[config.mk]
export PLATFORM = sky130hd
export DESIGN_NAME = lcm_by_euclid_top
export DESIGN_NICKNAME = d
export VERILOG_FILES = /design/src/design/lcm_pkg.sv /design/src/design/lcm_datapath.sv /design/src/design/lcm_ctrl.sv /design/src/design/lcm_by_euclid_top.sv
export SDC_FILE = /design/constraint.sdc
export NUM_CORES = 2
export LEC_CHECK = 0
export BUFFER_PORTS_ARGS = -buffer_cell sky130_fd_sc_hd__buf_4
export CORE_ASPECT_RATIO = 0.8
export CORE_MARGIN = 5
export CORE_UTILIZATION = 55
export CTS_CLUSTER_DIAMETER = 150
export CTS_CLUSTER_SIZE = 8
export DETAILED_ROUTE_END_ITERATION = 6
export HOLD_SLACK_MARGIN = 0.15
export PLACE_DENSITY = 0.82
export SYNTH_ARGS = -nofsm -noshare
export SYNTH_HDL_FRONTEND = slang
export SYNTH_SLANG_ARGS = --single-unit
[constraint.sdc]
create_clock -name clk -period 12.2 [get_ports clk]
set_input_delay 1.22 -clock clk [delete_from_list [all_inputs] [get_ports clk]]
set_output_delay 1.22 -clock clk [all_outputs]
set_load 0.01 [all_outputs]
[src/design/lcm_pkg.sv]
package lcm_pkg;

  localparam int OPERAND_WIDTH = 31;
  localparam int PROD_WIDTH    = 2 * OPERAND_WIDTH;
  localparam int CNT_WIDTH     = $clog2(OPERAND_WIDTH);

  typedef struct packed {
    logic [OPERAND_WIDTH-1:0] operand_a;
    logic [OPERAND_WIDTH-1:0] operand_b;
  } in_word_t;

  typedef struct packed {
    logic [PROD_WIDTH-1:0]    lcm_value;
    logic [OPERAND_WIDTH-1:0] gcd_value;
    logic                     zero_operand_error;
  } out_word_t;

  typedef enum logic [2:0] {
    ST_IDLE,
    ST_CHECK,
    ST_MOD_RUN,
    ST_MOD_EVAL,
    ST_LCM_RUN,
    ST_MUL,
    ST_OUT
  } lcm_state_t;

  typedef struct packed {
    logic load;
    logic div_start;
    logic div_sel_lcm;
    logic div_step;
    logic swap;
    logic set_zero;
    logic mul;
  } dp_cmd_t;

  typedef struct packed {
    logic zero_op;
    logic last_step;
    logic rem_zero;
  } dp_status_t;

endpackage

[src/design/lcm_datapath.sv]
module lcm_datapath (
  input  logic               clk,
  input  lcm_pkg::in_word_t  in_data,
  input  lcm_pkg::dp_cmd_t   cmd,
  output lcm_pkg::dp_status_t status,
  output lcm_pkg::out_word_t out_data
);

  logic [lcm_pkg::OPERAND_WIDTH-1:0] a_r;
  logic [lcm_pkg::OPERAND_WIDTH-1:0] b_r;
  logic [lcm_pkg::OPERAND_WIDTH-1:0] big;
  logic [lcm_pkg::OPERAND_WIDTH-1:0] small_op;
  logic [lcm_pkg::OPERAND_WIDTH-1:0] dvd;
  logic [lcm_pkg::OPERAND_WIDTH-1:0] dsr;
  logic [lcm_pkg::OPERAND_WIDTH-1:0] part;
  logic [lcm_pkg::CNT_WIDTH-1:0]     cnt;
  lcm_pkg::out_word_t                result;

  logic [lcm_pkg::OPERAND_WIDTH:0]   shifted;
  logic [lcm_pkg::OPERAND_WIDTH+1:0] diff;
  logic                              ge;
  logic [lcm_pkg::PROD_WIDTH-1:0]    prod;

  // one restoring divide step: bring down the next dividend bit
  assign shifted = {part, dvd[lcm_pkg::OPERAND_WIDTH-1]};
  assign diff    = {1'b0, shifted} - {2'b00, dsr};
  assign ge      = ~diff[lcm_pkg::OPERAND_WIDTH+1];
  assign prod    = lcm_pkg::PROD_WIDTH'(dvd) * lcm_pkg::PROD_WIDTH'(b_r);

  always_ff @(posedge clk) begin
    if (cmd.load) begin
      a_r <= in_data.operand_a;
      b_r <= in_data.operand_b;
      if (in_data.operand_a < in_data.operand_b) begin
        big      <= in_data.operand_b;
        small_op <= in_data.operand_a;
      end else begin
        big      <= in_data.operand_a;
        small_op <= in_data.operand_b;
      end
    end else if (cmd.swap) begin
      big      <= small_op;
      small_op <= part;
    end

    if (cmd.div_start) begin
      dvd  <= cmd.div_sel_lcm ? a_r : big;
      dsr  <= small_op;
      part <= '0;
      cnt  <= lcm_pkg::CNT_WIDTH'(lcm_pkg::OPERAND_WIDTH - 1);
    end else if (cmd.div_step) begin
      dvd  <= {dvd[lcm_pkg::OPERAND_WIDTH-2:0], ge};
      part <= ge ? diff[lcm_pkg::OPERAND_WIDTH-1:0] : shifted[lcm_pkg::OPERAND_WIDTH-1:0];
      cnt  <= cnt - 1'b1;
    end

    if (cmd.set_zero) begin
      result.lcm_value          <= '0;
      result.gcd_value          <= '0;
      result.zero_operand_error <= 1'b1;
    end else if (cmd.mul) begin
      result.lcm_value          <= prod;
      result.gcd_value          <= small_op;
      result.zero_operand_error <= 1'b0;
    end
  end

  assign status.zero_op   = (a_r == '0) || (b_r == '0);
  assign status.last_step = (cnt == '0);
  assign status.rem_zero  = (part == '0);
  assign out_data         = result;

endmodule

[src/design/lcm_ctrl.sv]
module lcm_ctrl (
  input  logic                clk,
  input  logic                rst,
  input  logic                in_valid,
  output logic                in_stall,
  output logic                out_valid,
  input  logic                out_stall,
  input  lcm_pkg::dp_status_t status,
  output lcm_pkg::dp_cmd_t    cmd
);

  lcm_pkg::lcm_state_t state;
  lcm_pkg::lcm_state_t state_next;

  always_ff @(posedge clk) begin
    if (rst) begin
      state <= lcm_pkg::ST_IDLE;
    end else begin
      state <= state_next;
    end
  end

  always_comb begin
    state_next = state;
    case (state)
      lcm_pkg::ST_IDLE: begin
        if (in_valid) state_next = lcm_pkg::ST_CHECK;
      end
      lcm_pkg::ST_CHECK: begin
        state_next = status.zero_op ? lcm_pkg::ST_OUT : lcm_pkg::ST_MOD_RUN;
      end
      lcm_pkg::ST_MOD_RUN: begin
        if (status.last_step) state_next = lcm_pkg::ST_MOD_EVAL;
      end
      lcm_pkg::ST_MOD_EVAL: begin
        state_next = status.rem_zero ? lcm_pkg::ST_LCM_RUN : lcm_pkg::ST_CHECK;
      end
      lcm_pkg::ST_LCM_RUN: begin
        if (status.last_step) state_next = lcm_pkg::ST_MUL;
      end
      lcm_pkg::ST_MUL: begin
        state_next = lcm_pkg::ST_OUT;
      end
      lcm_pkg::ST_OUT: begin
        if (!out_stall) state_next = lcm_pkg::ST_IDLE;
      end
      default: state_next = lcm_pkg::ST_IDLE;
    endcase
  end

  always_comb begin
    cmd       = '0;
    in_stall  = 1'b1;
    out_valid = 1'b0;
    case (state)
      lcm_pkg::ST_IDLE: begin
        in_stall = 1'b0;
        cmd.load = in_valid;
      end
      lcm_pkg::ST_CHECK: begin
        cmd.set_zero  = status.zero_op;
        cmd.div_start = ~status.zero_op;
      end
      lcm_pkg::ST_MOD_RUN: begin
        cmd.div_step = 1'b1;
      end
      lcm_pkg::ST_MOD_EVAL: begin
        // remainder zero: small operand is the divisor, go divide a by it
        cmd.div_start   = status.rem_zero;
        cmd.div_sel_lcm = status.rem_zero;
        cmd.swap        = ~status.rem_zero;
      end
      lcm_pkg::ST_LCM_RUN: begin
        cmd.div_step = 1'b1;
      end
      lcm_pkg::ST_MUL: begin
        cmd.mul = 1'b1;
      end
      lcm_pkg::ST_OUT: begin
        out_valid = 1'b1;
      end
      default: begin
        cmd = '0;
      end
    endcase
  end

endmodule

[src/design/lcm_by_euclid_top.sv]
// Each accepted word runs Euclid remainder steps on the W-bit operands (W = operand
// width, 31), then divides a by the gcd and multiplies the quotient by b.
// A zero operand skips the divider and goes from the CHECK state straight to OUT.
// Rate is set by the shared one-bit-per-cycle restoring divider; one word at a time,
// the next word is taken in the cycle after the result word leaves.
// Synchronous reset returns the controller to idle; datapath registers are not cleared.
module lcm_by_euclid_top (
  input  logic               clk,
  input  logic               rst,
  input  logic               in_valid,
  output logic               in_stall,
  input  lcm_pkg::in_word_t  in_data,
  output logic               out_valid,
  input  logic               out_stall,
  output lcm_pkg::out_word_t out_data
);

  lcm_pkg::dp_cmd_t    cmd;
  lcm_pkg::dp_status_t status;

  lcm_ctrl u_ctrl (
    .clk       (clk),
    .rst       (rst),
    .in_valid  (in_valid),
    .in_stall  (in_stall),
    .out_valid (out_valid),
    .out_stall (out_stall),
    .status    (status),
    .cmd       (cmd)
  );

  lcm_datapath u_datapath (
    .clk      (clk),
    .in_data  (in_data),
    .cmd      (cmd),
    .status   (status),
    .out_data (out_data)
  );

endmodule
==> load_flow_metrics.sql <==
INSERT INTO impl_metrics (metric_group, metric, value, unit) VALUES
('cells_and_area', 'drive_above_1_share', '6.19', '%'),
('synthesis', 'ys_dominant_reg_cell', 'sky130_fd_sc_hd__edfxtp_1', ''),
('run', 'cap_violations', '0', ''),
('timing', 'grt_setup_unrepaired', 'false', ''),
('floorplanning', 'die_w', '334', 'um'),
('route', 'drc', '0', ''),
('timing', 'fin_tns_setup', '0', 'ns'),
('setup_path', 'arrival', '9.08', 'ns'),
('setup_path', 'reg2reg_slack', '3.55', 'ns'),
('setup_path', 'critical-path-top-delay-family', 'adder cells', ''),
('setup_path', 'setup.worst_path.start_class', 'register', ''),
('placement', 'place.port_buffers', '161', ''),
('min_path', 'hold_path_class', 'reg2reg', ''),
('timing', 'final.min_clock_period', '8.65', 'ns'),
('setup_path', 'critical_path.reg2reg.endpoint', 'u_datapath.out_data[92]$_SDFFE_PP0N_', ''),
('setup_path', 'crit_path_max_fanout', '32', ''),
('synthesis', 'synth_top_cell_area_share', '36.3', '%'),
('synthesis', 'synth_area_leader_cell', 'sky130_fd_sc_hd__fa_1', ''),
('cells_and_area', 'layout.core_utilization', '59.3', '%'),
('synthesis', 'synth-edff-count', '186', ''),
('setup_path', 'end_kind', 'register', ''),
('grt', 'global_route_wire_length_before_repair', '209000', 'um'),
('clock_tree', 'cts_resized', '0', ''),
('floorplanning', 'std_cell_rows', '95', ''),
('synthesis', 'synth_fp_nets', '6207', ''),
('clock_tree', 'tritoncts', 'built', ''),
('setup_path', 'required', '12.63', 'ns'),
('synthesis', 'synth.lib_cells_used.distinct', '72', ''),
('synthesis', 'synth_commonest_cells', '857 x sky130_fd_sc_hd__inv_1, 838 x sky130_fd_sc_hd__fa_1, 724 x sky130_fd_sc_hd__nand2_1', ''),
('clock_tree', 'cts_num_sinks', '319', ''),
('setup_path', 'cp_cell_sequence', 'nand2_1 > fa_1 > inv_1 > fa_1 > fa_1 > inv_1 > fa_1 > inv_1 > fa_1 > fa_1 > fa_1 > inv_1 > fa_1 > inv_1 > ha_1 > a21oi_1 > o21ai_0 > a21oi_1 > o21ai_0 > a311oi_1 > o31ai_2 > a31oi_1 > xor2_1 > o22ai_1', ''),
('cells_and_area', 'multi_input_logic_area', '33700', 'um2'),
('floorplanning', 'starting_utilization_of_the_core_area', '55.3', '%'),
('grt', 'grt_start_max_net_pins', '100', ''),
('grt', 'groute.usage.overall', '29.2', '%'),
('synthesis', 'synth.avg_cell_area', '9.28', 'um2'),
('placement', 'place.gp.congestion', '0.985', ''),
('synthesis', 'yosysMostFrequentCell', 'sky130_fd_sc_hd__inv_1', ''),
('clock_tree', 'clock_tree_root', 'sky130_fd_sc_hd__clkbuf_16', ''),
('grt', 'first_global_vias', '37800', ''),
('route', 'vias', '35700', ''),
('floorplanning', 'core_area', '83700', 'um2'),
('setup_path', 'crit_path_max_incr_delay', '1.11', 'ns'),
('clock_tree', 'cts_buffer_depth', '3', ''),
('route', 'route.detailed.vias_per_inst', '5.83', ''),
('clock_tree', 'cts_max_level', '2', ''),
('timing', 'slew_headroom', '18.8', '%'),
('placement', 'detailed_place.area', '48300', 'um2'),
('synthesis', 'synth_sequential_area_ratio', '17.8', '%'),
('setup_path', 'cp_slowest_cell', 'sky130_fd_sc_hd__edfxtp_1', ''),
('synthesis', 'ys_seq_elements', '319', ''),
('synthesis', 'synthesis.instances', '4986', ''),
('route', 'detail_route.wirelength', '131000', 'um'),
('setup_path', 'path_common_cell', 'sky130_fd_sc_hd__fa_1', ''),
('cells_and_area', 'final_design_area_no_fill', '49600', 'um2'),
('setup_path', 'path_class', 'reg2reg', ''),
('timing', 'final_hold_viol_count', '0', ''),
('route', 'drt_first_pass_iters', '6', ''),
('floorplanning', 'die-area', '90100', 'um2'),
('synthesis', 'ys_async_sr_fraction', '0', '%'),
('timing', 'final-max-slew-violation-count', '0', ''),
('route', 'drtAntennaViolNets', '0', ''),
('route', 'routedWlPerCell', '21.3', 'um'),
('timing', 'finalClockSkew', '0.0281', 'ns'),
('outcome', 'run_status', 'finished, final reports clean', ''),
('cells_and_area', 'finish.cell_count_without_fillers', '6126', ''),
('clock_tree', 'ctsHoldBuffers', '0', ''),
('timing', 'setup_viol_count_final', '0', ''),
('placement', 'placed_cells', '6044', ''),
('clock_tree', 'post-cts-setup-buffer-count', '0', ''),
('setup_path', 'timing.critical_path.buf_inv', '5', '');
## tightest hold or removal path, delay by kind of cell (launching register included)
family / cells / cell delay (ns)
AND/OR/NAND/NOR: 1 / 0.05
flip-flops: 1 / 0.30
AO/OA/AOI/OAI: 1 / 0.05
## state kept, by name (all words and copies together) (netlist names)
| signal | flops |
|---|---|
| u_datapath.part | 31 |
| u_datapath.cnt | 5 |
| u_datapath.a_r | 31 |
| u_datapath.b_r | 31 |
| u_datapath.dvd | 31 |
| u_datapath.dsr | 31 |
| u_datapath.small_op | 31 |
| u_ctrl.state | 3 |
| u_datapath.out_data | 94 |
| u_datapath.big | 31 |
## cell usage in the layout (no fill, tap or decap), types with 43 or more instances in the layout
cell type,Yosys,routed
sky130_fd_sc_hd__inv_1,857,857
sky130_fd_sc_hd__fa_1,838,838
sky130_fd_sc_hd__nand2_1,724,724
sky130_fd_sc_hd__and2_1,507,507
sky130_fd_sc_hd__ha_1,317,317
sky130_fd_sc_hd__a21oi_1,292,291
sky130_fd_sc_hd__buf_4,0,233
sky130_fd_sc_hd__nor2_1,202,201
sky130_fd_sc_hd__edfxtp_1,186,186
sky130_fd_sc_hd__dfxtp_1,133,133
sky130_fd_sc_hd__mux2i_1,100,100
sky130_fd_sc_hd__o21ai_0,78,77
sky130_fd_sc_hd__clkbuf_16,0,45
sky130_fd_sc_hd__a21o_1,43,43
## layout make-up
class                      count  share of cell area, %
antenna                        2                 0.0101
inverter                     859                   6.50
clock inverter                 3                  0.118
multi-input combinational   3518                   67.9
sequential                   319                   16.6
timing repair buffer         233                   3.52
tap                         1115                   2.81
clock buffer                  77                   2.51
## routing by layer
layer	wire [um]	GRT usage (%)	up-vias
met1	51900	40.4	17800
met2	55800	42.9	2130
met3	17800	10.6	341
met5	20	0	-
li1	-	-	15500
met4	5270	9.75	4
## stage by stage
| stage | worst slack (ns) | hold WS (ns) |
|---|---|---|
| 5_1_grt | 3.31 | 0.472 |
| 3_5_place_dp | 3.90 | 0.445 |
| 4_1_cts | 3.87 | 0.452 |
| 2_1_floorplan | 5.30 | 0.451 |
| 6_report | 3.55 | 0.449 |
| 3_3_place_gp | 4.00 | 0.437 |
## worst max-delay path by stage
stage / start / endpoint
floorplan: u_datapath.b_r[16]$_DFFE_PP_ / u_datapath.out_data[87]$_SDFFE_PP0N_
global placement: u_datapath.b_r[5]$_DFFE_PP_ / u_datapath.out_data[84]$_SDFFE_PP0N_
detailed placement: u_datapath.b_r[7]$_DFFE_PP_ / u_datapath.out_data[84]$_SDFFE_PP0N_
CTS: u_datapath.b_r[5]$_DFFE_PP_ / u_datapath.out_data[84]$_SDFFE_PP0N_
global route: u_datapath.b_r[4]$_DFFE_PP_ / u_datapath.out_data[91]$_SDFFE_PP0N_
finish: u_datapath.b_r[4]$_DFFE_PP_ / u_datapath.out_data[92]$_SDFFE_PP0N_
## cell families after synthesis
kind of cell | count (synthesis) | share of synthesized area [%]
muxes | 100 | 2.16
DFF | 319 | 17.8
xor gates and xnor gates | 77 | 1.46
adders and majority gates | 1155 | 44.8
buffers and inverters | 1149 | 9.43
and+or+nand+nor | 1606 | 16.6
AOI/OAI and AO/OA | 580 | 7.67
Power is left out: the tool's default activity adds up to more than one toggle a clock period on the data nets, which glitch-free logic cannot reach.
